### config.mk
export PLATFORM = sky130hd
export DESIGN_NAME = plip_nibble_receiver
export DESIGN_NICKNAME = d
export VERILOG_FILES = /design/src/sv/pnr_pkg.sv /design/src/sv/plip_nibble_receiver.sv
export SDC_FILE = /design/constraint.sdc
export NUM_CORES = 1
export LEC_CHECK = 0
export ABC_AREA = 1
export BUFFER_PORTS_ARGS = -buffer_cell sky130_fd_sc_hd__buf_2
export CAP_MARGIN = 0
export CORE_MARGIN = 5
export CORE_UTILIZATION = 61
export DETAILED_ROUTE_END_ITERATION = 10
export HOLD_SLACK_MARGIN = 0.12
export PLACE_DENSITY = 0.81
export SKIP_CTS_REPAIR_TIMING = 1
export SYNTH_ARGS = -nofsm -noshare
export SYNTH_HDL_FRONTEND = slang
export SYNTH_SLANG_ARGS = --single-unit
### constraint.sdc
create_clock -name aclk -period 4.1 [get_ports aclk]
set_input_delay 0.615 -clock aclk [delete_from_list [all_inputs] [get_ports aclk]]
set_output_delay 0.615 -clock aclk [all_outputs]
set_load 0.05 [all_outputs]
### src/sv/pnr_pkg.sv
// ----------------------------------------------------------------------------
// pnr_pkg
// Shared types, codes and field positions of the parallel-cable nibble
// receiver and its checker.
// ----------------------------------------------------------------------------
package pnr_pkg;

    // bytes of link header ahead of the payload
    localparam int unsigned HEADER_LEN = 14;

    localparam logic [15:0] MTU_RESET        = 16'd1500;
    localparam logic [15:0] SPIN_LIMIT_RESET = 16'd500;
    localparam logic [7:0]  MAX_ERRORS_RESET = 8'd100;

    // status bits
    localparam int unsigned SHAKE_BIT = 7;
    localparam int unsigned NIB_HI    = 6;
    localparam int unsigned NIB_LO    = 3;

    // values driven on the data lines
    localparam logic [7:0] DRIVE_IDLE = 8'h00;
    localparam logic [7:0] DRIVE_ACK  = 8'h01;
    localparam logic [7:0] DRIVE_LOW  = 8'h10;

    // configuration register indexes
    typedef enum logic [1:0] {
        REG_MTU        = 2'd0,
        REG_SPIN_LIMIT = 2'd1,
        REG_MAX_ERRORS = 2'd2,
        REG_LINK_UP    = 2'd3
    } reg_index_t;

    // error causes
    typedef enum logic [1:0] {
        CAUSE_NONE      = 2'd0,
        CAUSE_TIMEOUT   = 2'd1,
        CAUSE_TOO_LONG  = 2'd2,
        CAUSE_TOO_SHORT = 2'd3
    } cause_t;

    typedef enum logic [2:0] {
        PH_IDLE      = 3'b001,
        PH_WAIT_LOW  = 3'b010,
        PH_WAIT_HIGH = 3'b100
    } phase_t;

    // part of the frame being received
    typedef enum logic [1:0] {
        SECT_LEN_LO   = 2'd0,
        SECT_LEN_HI   = 2'd1,
        SECT_DATA     = 2'd2,
        SECT_CHECKSUM = 2'd3
    } section_t;

    // input tdata layout
    localparam int unsigned S_TDATA_W   = 16;
    localparam int unsigned S_REQUEST   = 0;
    localparam int unsigned S_STATUS_LO = 1;

    // output tdata layout
    localparam int unsigned M_TDATA_W    = 24;
    localparam int unsigned M_DRIVE_LO   = 0;
    localparam int unsigned M_IRQ_EN     = 8;
    localparam int unsigned M_BYTE_VALID = 9;
    localparam int unsigned M_BYTE_LO    = 10;
    localparam int unsigned M_FRAME_ERR  = 18;
    localparam int unsigned M_CAUSE_LO   = 19;
    localparam int unsigned M_OFFLINE    = 21;
    localparam int unsigned M_BUSY       = 22;

endpackage

### src/sv/plip_nibble_receiver.sv
// ----------------------------------------------------------------------------
// plip_nibble_receiver
// Nibble-mode receiver of a parallel-cable link, one status sample per
// transfer on the input stream and one result per sample on the output.
// ----------------------------------------------------------------------------
// Each input transfer carries one port sample: the remote request flag and
// the status byte. The block answers every sample with one result transfer:
// the value to drive on the data lines, the interrupt enable, an optional
// payload byte (tlast marks the end of the frame payload), a frame abort
// with its cause, an offline flag and the busy flag.
// The result is registered and appears in the cycle after its input transfer;
// one sample is taken per cycle unless the result side stalls. Frame state and
// result register update in the same cycle, so polling runs at one poll per sample.
// The output register decouples the two sides: a new sample is taken while
// a result is held only if that result is taken in the same cycle; while the
// result side stalls, s_axis_tready stays low.
// Reset returns the configuration to mtu 1500, spin limit 500, max errors 100
// with the link down, clears the frame state and empties the result register.
// Configuration is written through cfg_we/cfg_index/cfg_wdata while idle;
// writing link_up clears the offline state, and a write of 0 drops any frame.
// ----------------------------------------------------------------------------
module plip_nibble_receiver
    import pnr_pkg::*;
(
    input  logic                 aclk,
    input  logic                 aresetn,
    // request [0], status [8:1], zero fill [15:9]
    input  logic [S_TDATA_W-1:0] s_axis_tdata,
    input  logic                 s_axis_tvalid,
    output logic                 s_axis_tready,
    // data_drive [7:0], irq_enable [8], byte_valid [9], byte_value [17:10],
    // frame_error [18], error_cause [20:19], went_offline [21], busy_res [22],
    // zero fill [23]
    output logic [M_TDATA_W-1:0] m_axis_tdata,
    output logic                 m_axis_tlast,
    output logic                 m_axis_tvalid,
    input  logic                 m_axis_tready,
    input  logic                 cfg_we,
    input  logic [1:0]           cfg_index,
    input  logic [15:0]          cfg_wdata
);

    logic [15:0] mtu_reg, mtu_next;
    logic [15:0] spin_reg, spin_next;
    logic [7:0]  maxerr_reg, maxerr_next;
    logic        link_reg, link_next;
    phase_t      phase_reg, phase_next;
    section_t    sect_reg, sect_next;
    logic [15:0] budget_reg, budget_next;
    logic [7:0]  low_reg, low_next;
    logic [15:0] flen_reg, flen_next;
    logic [15:0] brx_reg, brx_next;
    logic [7:0]  errcnt_reg, errcnt_next;
    logic        offline_reg, offline_next;
    logic [7:0]  drive_reg, drive_next;

    logic                 m_valid_reg, m_valid_next;
    logic [M_TDATA_W-1:0] m_data_reg, m_data_next;
    logic                 m_last_reg, m_last_next;

    logic        accept;
    logic        request;
    logic [7:0]  status;
    logic [7:0]  rx_byte;
    logic [15:0] budget_dec;
    logic [15:0] flen_full;
    logic [16:0] len_limit;
    logic [15:0] brx_inc;
    logic [8:0]  errcnt_inc;
    logic        do_abort;
    cause_t      abort_cause;
    logic        o_bvalid, o_last, o_off;
    logic [7:0]  o_byte;

    assign s_axis_tready = !m_valid_reg || m_axis_tready;
    assign accept        = s_axis_tvalid && s_axis_tready;
    assign request       = s_axis_tdata[S_REQUEST];
    assign status        = s_axis_tdata[S_STATUS_LO +: 8];

    assign rx_byte    = {status[NIB_HI:NIB_LO], low_reg[NIB_HI:NIB_LO]};
    assign budget_dec = budget_reg - 16'd1;
    assign flen_full  = {rx_byte, flen_reg[7:0]};
    assign len_limit  = {1'b0, mtu_reg} + 17'(HEADER_LEN);
    assign brx_inc    = brx_reg + 16'd1;
    assign errcnt_inc = {1'b0, errcnt_reg} + 9'd1;

    always_comb begin
        mtu_next     = mtu_reg;
        spin_next    = spin_reg;
        maxerr_next  = maxerr_reg;
        link_next    = link_reg;
        phase_next   = phase_reg;
        sect_next    = sect_reg;
        budget_next  = budget_reg;
        low_next     = low_reg;
        flen_next    = flen_reg;
        brx_next     = brx_reg;
        errcnt_next  = errcnt_reg;
        offline_next = offline_reg;
        drive_next   = drive_reg;
        do_abort     = 1'b0;
        abort_cause  = CAUSE_NONE;
        o_bvalid     = 1'b0;
        o_byte       = 8'd0;
        o_last       = 1'b0;
        o_off        = 1'b0;

        if (accept) begin
            unique case (phase_reg)
                PH_IDLE: begin
                    if (request && link_reg && !offline_reg) begin
                        drive_next  = DRIVE_ACK;
                        phase_next  = PH_WAIT_LOW;
                        budget_next = spin_reg;
                        sect_next   = SECT_LEN_LO;
                        flen_next   = 16'd0;
                        brx_next    = 16'd0;
                    end
                end
                PH_WAIT_LOW: begin
                    if (status[SHAKE_BIT]) begin
                        budget_next = budget_dec;
                        if (budget_dec == 16'd0) begin
                            do_abort    = 1'b1;
                            abort_cause = CAUSE_TIMEOUT;
                        end
                    end else begin
                        low_next   = status;
                        drive_next = DRIVE_LOW;
                        phase_next = PH_WAIT_HIGH;
                    end
                end
                PH_WAIT_HIGH: begin
                    if (!status[SHAKE_BIT]) begin
                        budget_next = budget_dec;
                        if (budget_dec == 16'd0) begin
                            do_abort    = 1'b1;
                            abort_cause = CAUSE_TIMEOUT;
                        end
                    end else begin
                        drive_next  = DRIVE_IDLE;
                        phase_next  = PH_WAIT_LOW;
                        budget_next = spin_reg;
                        unique case (sect_reg)
                            SECT_LEN_LO: begin
                                flen_next = {8'd0, rx_byte};
                                sect_next = SECT_LEN_HI;
                            end
                            SECT_LEN_HI: begin
                                flen_next = flen_full;
                                if ({1'b0, flen_full} > len_limit) begin
                                    do_abort    = 1'b1;
                                    abort_cause = CAUSE_TOO_LONG;
                                end else if (flen_full == 16'd0) begin
                                    sect_next = SECT_CHECKSUM;
                                end else begin
                                    sect_next = SECT_DATA;
                                end
                            end
                            SECT_DATA: begin
                                brx_next = brx_inc;
                                if (brx_reg >= 16'(HEADER_LEN)) begin
                                    o_bvalid = 1'b1;
                                    o_byte   = rx_byte;
                                    o_last   = (brx_inc == flen_reg);
                                end
                                if (brx_inc == flen_reg) begin
                                    sect_next = SECT_CHECKSUM;
                                end
                            end
                            SECT_CHECKSUM: begin
                                if (flen_reg <= 16'(HEADER_LEN)) begin
                                    do_abort    = 1'b1;
                                    abort_cause = CAUSE_TOO_SHORT;
                                end else begin
                                    errcnt_next = 8'd0;
                                    phase_next  = PH_IDLE;
                                end
                            end
                            default: begin
                                phase_next = PH_IDLE;
                            end
                        endcase
                    end
                end
                default: begin
                    phase_next = PH_IDLE;
                end
            endcase

            if (do_abort) begin
                drive_next = DRIVE_IDLE;
                phase_next = PH_IDLE;
                if (errcnt_inc > {1'b0, maxerr_reg}) begin
                    offline_next = 1'b1;
                    errcnt_next  = 8'd0;
                    o_off        = 1'b1;
                end else begin
                    errcnt_next = errcnt_inc[7:0];
                end
            end
        end

        // register writes are to arrive only while idle; the block itself does not enforce this
        if (cfg_we) begin
            unique case (reg_index_t'(cfg_index))
                REG_MTU:        mtu_next    = cfg_wdata;
                REG_SPIN_LIMIT: spin_next   = cfg_wdata;
                REG_MAX_ERRORS: maxerr_next = cfg_wdata[7:0];
                REG_LINK_UP: begin
                    link_next    = cfg_wdata[0];
                    offline_next = 1'b0;
                    if (!cfg_wdata[0]) begin
                        phase_next = PH_IDLE;
                        drive_next = DRIVE_IDLE;
                    end
                end
                default: ;
            endcase
        end
    end

    always_comb begin
        m_valid_next = m_valid_reg;
        m_data_next  = m_data_reg;
        m_last_next  = m_last_reg;
        if (m_valid_reg && m_axis_tready) begin
            m_valid_next = 1'b0;
        end
        if (accept) begin
            m_valid_next = 1'b1;
            m_last_next  = o_last;
            m_data_next  = '0;
            m_data_next[M_DRIVE_LO +: 8] = drive_next;
            m_data_next[M_IRQ_EN]        = link_reg && !offline_next;
            m_data_next[M_BYTE_VALID]    = o_bvalid;
            m_data_next[M_BYTE_LO +: 8]  = o_byte;
            m_data_next[M_FRAME_ERR]     = do_abort;
            m_data_next[M_CAUSE_LO +: 2] = abort_cause;
            m_data_next[M_OFFLINE]       = o_off;
            m_data_next[M_BUSY]          = (phase_next != PH_IDLE);
        end
    end

    always_ff @(posedge aclk) begin
        if (!aresetn) begin
            mtu_reg     <= MTU_RESET;
            spin_reg    <= SPIN_LIMIT_RESET;
            maxerr_reg  <= MAX_ERRORS_RESET;
            link_reg    <= 1'b0;
            phase_reg   <= PH_IDLE;
            sect_reg    <= SECT_LEN_LO;
            budget_reg  <= 16'd0;
            low_reg     <= 8'd0;
            flen_reg    <= 16'd0;
            brx_reg     <= 16'd0;
            errcnt_reg  <= 8'd0;
            offline_reg <= 1'b0;
            drive_reg   <= DRIVE_IDLE;
            m_valid_reg <= 1'b0;
        end else begin
            mtu_reg     <= mtu_next;
            spin_reg    <= spin_next;
            maxerr_reg  <= maxerr_next;
            link_reg    <= link_next;
            phase_reg   <= phase_next;
            sect_reg    <= sect_next;
            budget_reg  <= budget_next;
            low_reg     <= low_next;
            flen_reg    <= flen_next;
            brx_reg     <= brx_next;
            errcnt_reg  <= errcnt_next;
            offline_reg <= offline_next;
            drive_reg   <= drive_next;
            m_valid_reg <= m_valid_next;
        end
    end

    always_ff @(posedge aclk) begin
        m_data_reg <= m_data_next;
        m_last_reg <= m_last_next;
    end

    assign m_axis_tvalid = m_valid_reg;
    assign m_axis_tdata  = m_data_reg;
    assign m_axis_tlast  = m_last_reg;

endmodule

==> results of run 1 <==
-- where the power goes --
part	leakage [uW]	internal [uW]	total (uW)	switching [uW]
clock	0.000290	933	1520	582
sequential	0.00119	1450	1490	38.4
combinational	0.00252	167	545	378
total	0.00400	2550	3550	999
-- layout make-up --
cell class / count / area [um^2]
fill: 1115 / 3720
inverter: 131 / 492
clock buffer: 23 / 509
sequential: 140 / 3040
clock inverter: 9 / 82.6
tap: 172 / 215
multi-input combinational: 826 / 4330
timing repair buffer: 63 / 338
-- cells by family (layout without fill, tap and decap cells) --
logic type / count (synthesis) / in the layout / share of synthesized area
AOI/OAI and AO/OA: 160 / 160 / 0.116
xor gates and xnor gates: 28 / 28 / 0.0326
buffers and inverters: 159 / 226 / 0.0780
other: 1 / 1 / 0.000469
adders and majority gates: 34 / 34 / 0.0532
DFF: 140 / 140 / 0.381
and+or+nand+nor: 603 / 603 / 0.339
-- synth_stat cells, types with 7 or more instances --
master	number
nand2_1	258
nor2_1	175
inv_1	119
dfxtp_1	116
nand3_1	79
a21oi_1	69
o21ai_0	44
ha_1	34
edfxtp_1	24
xor2_1	24
clkbuf_1	21
nand4_1	21
nor3_1	14
inv_2	10
a221oi_1	9
or2_2	8
a211oi_1	7
a22oi_1	7
o211ai_1	7
-- routing by layer --
| metal | up-vias | wire, um | GRT usage |
|---|---|---|---|
| met5 | - | 0 | 0 |
| met4 | 0 | 374 | 0.0877 |
| met3 | 38 | 1490 | 0.0699 |
| met2 | 260 | 8720 | 0.392 |
| met1 | 3416 | 8730 | 0.333 |
| li1 | 3792 | - | - |
-- worst min path at each step --
stage | start | end
2_1_floorplan | spin_reg[5]$_SDFFE_PN1P_ | spin_reg[5]$_SDFFE_PN1P_
3_3_place_gp | spin_reg[2]$_SDFFE_PN1P_ | spin_reg[2]$_SDFFE_PN1P_
3_5_place_dp | spin_reg[2]$_SDFFE_PN1P_ | spin_reg[2]$_SDFFE_PN1P_
4_1_cts | cfg_wdata[10] | mtu_reg[10]$_SDFFE_PN1P_
5_1_grt | cfg_wdata[10] | mtu_reg[10]$_SDFFE_PN1P_
6_report | cfg_wdata[10] | mtu_reg[10]$_SDFFE_PN1P_
-- tightest hold or removal path: stages --
cell,delay (ns)
buf_2,0.10
nand2_1,0.05
nand3_1,0.06
-- through the flow --
step / instance area, um^2 / setup WS [ns] / util
global placement: 8410 / 0.841 / 0.661
floorplan: 7990 / 1.10 / -
global route: 9000 / 0.409 / 0.708
CTS: 9000 / 0.710 / 0.708
detailed placement: 8410 / 0.762 / 0.661
finish: 9000 / 0.743 / 0.708
==> flow_metrics.py, run 1 <==
metrics = {
    "sta": {
        "timing.setup.tns_ns": 0,
        "max_clock_freq_mhz": 298,
        "finClkSkew_ns": 0.00881,
        "rsz0062_at_grt": "false",
        "finalSetupViolCount": 0,
        "post-route-period-util": 0.819,
        "final_hold_viol_count": 0,
        "period_needed_ns": 3.36,
        "relSlewSlack": 0.249,
        "timing.hold.ws_ns": 0.437,
        "drv_slew": 0,
        "tightest_slew_ns": 1.12,
    },
    "yosys": {
        "synthFlopType": "dfxtp_1",
        "async_reset_ff_frac": 0,
        "netlist_area_um2": 7990,
        "synth_area_leaders": "dfxtp_1, nand2_1, edfxtp_1",
        "yosys_warnings": 0,
        "yosys.area.top_type": "dfxtp_1",
        "syn_nets": 1198,
        "yosysTopAreaCellShare": 0.291,
        "syn_inst": 1125,
        "synth-edff-count": 24,
        "synth_cell_types": 51,
        "avgSynthCellArea_um2": 7.10,
        "synth_seq_area_share": 0.381,
        "ys_seq_elements": 140,
    },
    "global_routing": {
        "track_usage": 0.251,
        "grt_overflow": 0,
        "grt_pass1_vias": 6763,
        "grt_max_degree": 60,
        "grt_first_pass_wirelength_um": 32300,
        "antenna_found_initial": 0,
    },
    "floorplanning": {
        "fp.dieW_um": 124,
        "ios": 66,
        "core_area_um2": 12700,
        "start_util": 0.628,
        "dieArea_um2": 15500,
        "num_rows": 41,
        "die_h_um": 124,
    },
    "worst_setup_path": {
        "reg2reg_slack_ns": 0.74,
        "reg2reg_from": "mtu_reg[1]$_SDFFE_PN0P_",
        "endpoint_kind": "register",
        "path_max_fanout": 14,
        "crit_buf_inv": 3,
        "reg2reg_depth": 20,
        "timing.rr.end": "m_axis_tdata[6]$_DFFE_PP_",
        "cp_top_family": "simple AND/OR/NAND/NOR gates",
        "required_ns": 4.27,
        "cp_num_cells": 20,
        "cp-endpoint": "m_axis_tdata[6]$_DFFE_PP_",
        "path_class": "reg2reg",
        "worstPathArrival_ns": 3.52,
        "cp_common_cell": "nand3_1",
        "cp-start-kind": "register",
        "slowest_stage": "dfxtp_1",
        "cp-startpoint": "mtu_reg[1]$_SDFFE_PN0P_",
        "cpPeakStageDelay_ns": 0.33,
        "path_cells": "inv_1 > ha_1 > a21oi_1 > nand4_1 > inv_1 > nand3_1 > xor2_1 > ha_1 > nand3_1 > inv_1 > nand2_1 > nor3_1 > nor2_1 > nand3_1 > nand3_1 > nand3_4 > nand2_4 > nand2_2 > nand2_2 > nor2_1",
    },
    "detailed_routing": {
        "drc_errors": 0,
        "antenna_left": 0,
        "drt_iter0_markers": 603,
        "wl_per_cell_um": 14.2,
        "finalWirelength_um": 19300,
        "via_per_inst": 5.50,
        "vias": 7506,
        "dr.pass1.iters": 5,
    },
    "cells_and_area": {
        "num-nets-final": 1252,
        "syn_to_final_growth_pct": 12.7,
        "layout_common_cells": "nand2_1, nor2_1, inv_1",
        "layout-drive-gt1-share": 0.122,
        "antenna_cells": 0,
        "stdcell_count": 1364,
        "largest_reg_flops": 23,
        "final_common_cell": "nand2_1",
    },
    "power_and_ir_drop": {
        "cellPowerDensity_nw_per_um2": 394,
        "ir_drop_mv": 0.352,
        "cellLeakagePower_uw": 0.00400,
        "finalPower_uw": 3550,
    },
    "clocking": {
        "numCtsBuffers": 17,
        "clkLatencyLatePin_ns": 0.42,
        "clockRootBuffer": "clkbuf_16",
        "path_clk_slew_ns": 0.06,
        "clock-sinks": 140,
        "cts.path.max_buffers": 2,
        "cts_tree": "built",
        "htreeDepth": 4,
    },
    "placed_design": {
        "hpwl_um": 14100,
        "io_buffers": 54,
        "place_inst": 1332,
        "gp_congestion": 0.912,
    },
    "job": {
        "cap_violations": 0,
    },
    "min_path": {
        "hold_path_depth": 3,
        "hold_class": "in2reg",
    },
    "status": {
        "status": "finished clean",
    },
}
Power figures use the tool's default switching activity.
==> inputs of run 2 (changes only) <==
==> constraint.sdc (replaced) <==
create_clock -name aclk -period 3.5 [get_ports aclk]
set_input_delay 0.525 -clock aclk [delete_from_list [all_inputs] [get_ports aclk]]
set_output_delay 0.525 -clock aclk [all_outputs]
set_load 0.05 [all_outputs]
==> flow_metrics.py, run 2 (synthesized netlist as in run 1, its figures left out) <==
metrics = {
    "status": {
        "status": "finished clean",
    },
    "worst_setup_path": {
        "endpoint_kind": "register",
        "required_ns": 3.68,
        "timing.rr.end": "m_axis_tdata[4]$_DFFE_PP_",
        "slowest_stage": "dfxtp_1",
        "path_max_fanout": 9,
        "path_cells": "inv_1 > ha_1 > a21oi_2 > nand4_1 > inv_1 > nand3_1 > xor2_1 > ha_1 > nand3_1 > inv_1 > nand2_1 > inv_1 > nand2_1 > nand2_1 > nand3_1 > nand3_1 > nand3_4 > nand2_4 > inv_2 > nand2_1 > nand2_1 > nand2_1 > inv_1",
        "reg2reg_slack_ns": 0.35,
        "cp_common_cell": "nand2_1",
        "path_class": "reg2reg",
        "cp-start-kind": "register",
        "cpPeakStageDelay_ns": 0.33,
        "reg2reg_from": "mtu_reg[1]$_SDFFE_PN0P_",
        "worstPathArrival_ns": 3.33,
        "reg2reg_depth": 23,
    },
    "clocking": {
        "numCtsBuffers": 17,
        "htreeDepth": 4,
        "cts.path.max_buffers": 2,
        "clockRootBuffer": "clkbuf_16",
        "cts_tree": "built",
        "path_clk_slew_ns": 0.06,
        "clkLatencyLatePin_ns": 0.43,
        "clock-sinks": 140,
    },
    "sta": {
        "post-route-period-util": 0.899,
        "final_hold_viol_count": 0,
        "drv_slew": 0,
        "max_clock_freq_mhz": 318,
        "finClkSkew_ns": 0.00895,
        "period_needed_ns": 3.15,
        "finalSetupViolCount": 0,
        "tightest_slew_ns": 1.10,
        "relSlewSlack": 0.265,
        "rsz0062_at_grt": "false",
        "timing.setup.tns_ns": 0,
    },
    "detailed_routing": {
        "drt_iter0_markers": 663,
        "via_per_inst": 5.50,
        "wl_per_cell_um": 14.0,
        "vias": 7507,
        "drc_errors": 0,
        "finalWirelength_um": 19100,
        "antenna_left": 0,
        "dr.pass1.iters": 6,
    },
    "global_routing": {
        "use_met3": 0.0716,
        "grt_pass1_vias": 6861,
        "busiest_layer": "met2",
        "grt_max_degree": 60,
        "grt_first_pass_wirelength_um": 31800,
        "antenna_found_initial": 0,
        "track_usage": 0.248,
        "use_met1": 0.332,
        "met2_usage": 0.378,
        "grt_overflow": 0,
    },
    "min_path": {
        "holdPathEnd": "mtu_reg[8]$_SDFFE_PN1P_",
        "hold_class": "in2reg",
        "min_from": "cfg_wdata[8]",
        "hold_path_depth": 3,
    },
    "floorplanning": {
        "num_rows": 41,
        "dieArea_um2": 15500,
        "ios": 66,
        "core_area_um2": 12700,
        "fp.dieW_um": 124,
        "start_util": 0.628,
        "die_h_um": 124,
    },
    "cells_and_area": {
        "layout-drive-gt1-share": 0.118,
        "syn_to_final_growth_pct": 12.7,
        "num-nets-final": 1253,
        "final_common_cell": "nand2_1",
        "layout_common_cells": "nand2_1, nor2_1, inv_1",
        "antenna_cells": 0,
        "largest_reg_flops": 23,
    },
    "placed_design": {
        "io_buffers": 54,
        "hpwl_um": 14000,
        "gp_congestion": 0.925,
    },
    "power_and_ir_drop": {
        "p_seq_frac": 0.419,
        "clkPwrFrac": 0.427,
        "cellLeakagePower_uw": 0.00398,
        "switching_share": 0.276,
        "ir_drop_mv": 0.405,
        "cellPowerDensity_nw_per_um2": 462,
        "intPower_uw": 3010,
        "combPwrFrac": 0.154,
        "p_switching_uw": 1150,
        "finalPower_uw": 4160,
    },
    "job": {
        "cap_violations": 0,
    },
}
==> run 2: cell count changes in the layout (fill, tap and decap cells not counted), sizes merged <==
cell / change
bufinv: +2
clkinv: -2
buf: +1
clkbuf: +1
inv: -1
==> run 2: routing by layer <==
| metal | wire [um] | vias to the layer above |
|---|---|---|
| li1 | - | 3814 |
| met1 | 8610 | 3373 |
| met2 | 8550 | 269 |
| met3 | 1440 | 51 |
| met4 | 481 | 0 |
| met5 | 0 | - |
==> run 2: how the worst max path moves through the flow <==
stage	endpoint	cells after the start	slack [ns]	startpoint
2_1_floorplan	m_axis_tdata[22]$_DFFE_PP_	7	0.58	m_axis_tvalid$_SDFFE_PN0P_
3_3_place_gp	m_axis_tdata[2]$_DFFE_PP_	20	0.24	mtu_reg[1]$_SDFFE_PN0P_
3_5_place_dp	m_axis_tdata[3]$_DFFE_PP_	20	0.15	mtu_reg[1]$_SDFFE_PN0P_
4_1_cts	m_axis_tdata[5]$_DFFE_PP_	20	0.13	mtu_reg[1]$_SDFFE_PN0P_
5_1_grt	m_axis_tdata[4]$_DFFE_PP_	22	0.02	mtu_reg[1]$_SDFFE_PN0P_
6_report	m_axis_tdata[4]$_DFFE_PP_	23	0.35	mtu_reg[1]$_SDFFE_PN0P_
==> run 2: cell type report <==
| cell class | count | area [um^2] |
|---|---|---|
| multi-input combinational | 826 | 4340 |
| clock buffer | 24 | 452 |
| timing repair buffer | 64 | 345 |
| inverter | 131 | 492 |
| clock inverter | 8 | 119 |
| tap | 172 | 215 |
| fill | 1136 | 3720 |
| sequential | 140 | 3040 |
==> run 2: through the flow <==
step	util	setup WS (ns)	area [um^2]	instances	hold slack [ns]
5_1_grt	0.708	0.0229	9000	1365	0.348
4_1_cts	0.707	0.132	8990	1365	0.333
6_report	0.708	0.355	9000	1365	0.346
2_1_floorplan	-	0.583	7990	1125	0.429
3_5_place_dp	0.662	0.146	8420	1333	0.445
3_3_place_gp	0.662	0.242	8420	1333	0.438
==> run 2: power by group through the flow <==
stage	clock network, uW	registers, uW	logic (uW)
after floorplan	0	1820	443
after global placement	0	1770	624
after detailed placement	0	1770	635
after CTS	1790	1740	639
after global routing	1870	1750	720
final	1770	1740	640
==> run 2: worst max-delay path, delay by kind of cell (launching register included) <==
family / cells / cell delay (ns)
AOI/OAI and AO/OA: 1 / 0.19
and+or+nand+nor: 13 / 1.23
xor gates and xnor gates: 1 / 0.16
DFF: 1 / 0.33
adders and majority gates: 2 / 0.56
buffers and inverters: 6 / 0.44
==> inputs of run 3 (changes only) <==
--- a/config.mk
+++ b/config.mk
@@ -8,11 +8,12 @@
 export ABC_AREA = 1
 export BUFFER_PORTS_ARGS = -buffer_cell sky130_fd_sc_hd__buf_2
 export CAP_MARGIN = 0
+export CORE_ASPECT_RATIO = 1.75
 export CORE_MARGIN = 5
-export CORE_UTILIZATION = 61
+export CORE_UTILIZATION = 60
 export DETAILED_ROUTE_END_ITERATION = 10
 export HOLD_SLACK_MARGIN = 0.12
-export PLACE_DENSITY = 0.81
+export PLACE_DENSITY = 0.8
 export SKIP_CTS_REPAIR_TIMING = 1
 export SYNTH_ARGS = -nofsm -noshare
 export SYNTH_HDL_FRONTEND = slang
==> flow_metrics.py, run 3 (synthesized netlist as in run 1, its figures left out) <==
metrics = {
    "worst_setup_path": {
        "endpoint_kind": "register",
        "slowest_stage": "dfxtp_1",
        "worstPathArrival_ns": 3.43,
        "reg2reg_from": "mtu_reg[1]$_SDFFE_PN0P_",
        "cp-start-kind": "register",
        "cpPeakStageDelay_ns": 0.33,
        "reg2reg_depth": 22,
        "timing.rr.end": "m_axis_tdata[4]$_DFFE_PP_",
        "path_max_fanout": 9,
        "required_ns": 3.68,
        "reg2reg_slack_ns": 0.24,
        "path_cells": "inv_1 > ha_1 > a21oi_2 > nand4_1 > inv_1 > nand3_1 > xor2_1 > ha_1 > nand3_1 > inv_1 > nand2_1 > nor3_1 > nor2_1 > nand3_1 > nand3_1 > nand3_4 > nand2_8 > inv_2 > nand2_1 > nand2_1 > nand2_1 > inv_1",
        "path_class": "reg2reg",
    },
    "sta": {
        "period_needed_ns": 3.26,
        "rsz0062_at_grt": "false",
        "tightest_slew_ns": 1.14,
        "post-route-period-util": 0.930,
        "timing.setup.tns_ns": 0,
        "final_hold_viol_count": 0,
        "drv_slew": 0,
        "finClkSkew_ns": 0.00908,
        "finalWorstSetupSlack_ns": 0.244,
        "max_clock_freq_mhz": 307,
        "finalSetupViolCount": 0,
        "relSlewSlack": 0.242,
    },
    "detailed_routing": {
        "vias": 7735,
        "drc_errors": 0,
        "wl_per_cell_um": 16.2,
        "finalWirelength_um": 22200,
        "via_per_inst": 5.67,
        "antenna_left": 0,
        "dr.pass1.iters": 6,
        "drt_iter0_markers": 423,
    },
    "global_routing": {
        "track_usage": 0.282,
        "grt_pass1_vias": 7629,
        "antenna_found_initial": 0,
        "grt_max_degree": 60,
        "grt_overflow": 0,
        "grt_first_pass_wirelength_um": 35600,
    },
    "power_and_ir_drop": {
        "cellPowerDensity_nw_per_um2": 477,
        "ir_drop_mv": 0.392,
        "cellLeakagePower_uw": 0.00402,
    },
    "placed_design": {
        "gp_congestion": 0.966,
        "io_buffers": 54,
        "hpwl_um": 16200,
        "pre_cts_ws_ns": 0.0609,
    },
    "floorplanning": {
        "num_rows": 55,
        "die_h_um": 163,
        "fp.dieW_um": 97.2,
        "dieArea_um2": 15800,
        "ios": 66,
        "core_area_um2": 13000,
        "start_util": 0.614,
    },
    "clocking": {
        "cts.path.max_buffers": 2,
        "numCtsBuffers": 17,
        "htreeDepth": 4,
        "clock-sinks": 140,
        "cts_tree": "built",
        "clockRootBuffer": "clkbuf_16",
        "path_clk_slew_ns": 0.06,
        "clkLatencyLatePin_ns": 0.42,
    },
    "min_path": {
        "hold_path_depth": 3,
        "holdPathEnd": "mtu_reg[13]$_SDFFE_PN0P_",
        "hold_class": "in2reg",
        "min_from": "cfg_wdata[13]",
    },
    "cells_and_area": {
        "final_common_cell": "nand2_1",
        "antenna_cells": 0,
        "layout_common_cells": "nand2_1, nor2_1, inv_1",
        "syn_to_final_growth_pct": 13.6,
        "largest_reg_flops": 23,
        "multiInputGateArea_um2": 4340,
        "num-nets-final": 1254,
        "n_fill_cell": 1098,
        "regArea_um2": 3040,
        "layout-drive-gt1-share": 0.124,
    },
    "status": {
        "status": "finished clean",
    },
    "job": {
        "cap_violations": 0,
    },
}
-- run 3: metrics by stage --
stage | cells | area, um^2 | hold WS, ns | power [uW] | utilization
floorplan | 1125 | 7990 | 0.429 | 2260 | -
global placement | 1331 | 8410 | 0.444 | 2410 | 0.647
detailed placement | 1331 | 8410 | 0.448 | 2420 | 0.647
CTS | 1363 | 9040 | 0.339 | 4340 | 0.695
global route | 1365 | 9070 | 0.350 | 4500 | 0.698
finish | 1365 | 9070 | 0.346 | 4330 | 0.698
-- run 3: area by class of cell --
class                           count  area share
Clock buffer                       19      0.0500
Clock inverter                     13      0.0194
Inverter                          131      0.0542
Multi-Input combinational cell    826       0.479
Sequential cell                   140       0.335
Tap cell                          171      0.0236
Timing Repair Buffer               65      0.0389
-- run 3: how the worst max path moves through the flow --
stage,slack [ns],cells after the start,end,start
after floorplan,0.58,7,m_axis_tdata[22]$_DFFE_PP_,m_axis_tvalid$_SDFFE_PN0P_
after global placement,0.16,20,m_axis_tdata[2]$_DFFE_PP_,mtu_reg[1]$_SDFFE_PN0P_
after detailed placement,0.06,20,m_axis_tdata[3]$_DFFE_PP_,mtu_reg[1]$_SDFFE_PN0P_
after CTS,0.04,20,m_axis_tdata[2]$_DFFE_PP_,mtu_reg[1]$_SDFFE_PN0P_
after global routing,0.02,23,m_axis_tdata[4]$_DFFE_PP_,mtu_reg[1]$_SDFFE_PN0P_
final,0.24,22,m_axis_tdata[4]$_DFFE_PP_,mtu_reg[1]$_SDFFE_PN0P_
-- run 3: where the power goes --
group          internal (uW)  switching (uW)  total, uW
combinational            197             457        654
clock                   1180             753       1930
sequential              1700            47.2       1740
-- run 3: metal layers --
layer  track usage  wire [um]  up-vias
li1              -          -     3804
met1         0.263       7590     3554
met2         0.532      11900      250
met3        0.0454        734      127
met4         0.231       1960        0
met5             0          0        -
-- run 3: worst max-delay path: cells and delay by family (launching register included) --
| kind | cells | cell delay [ns] |
|---|---|---|
| simple gates | 13 | 1.38 |
| fa+ha+maj | 2 | 0.54 |
| buf+inv | 5 | 0.36 |
| flops | 1 | 0.33 |
| compound gates | 1 | 0.23 |
| xor+xnor | 1 | 0.16 |
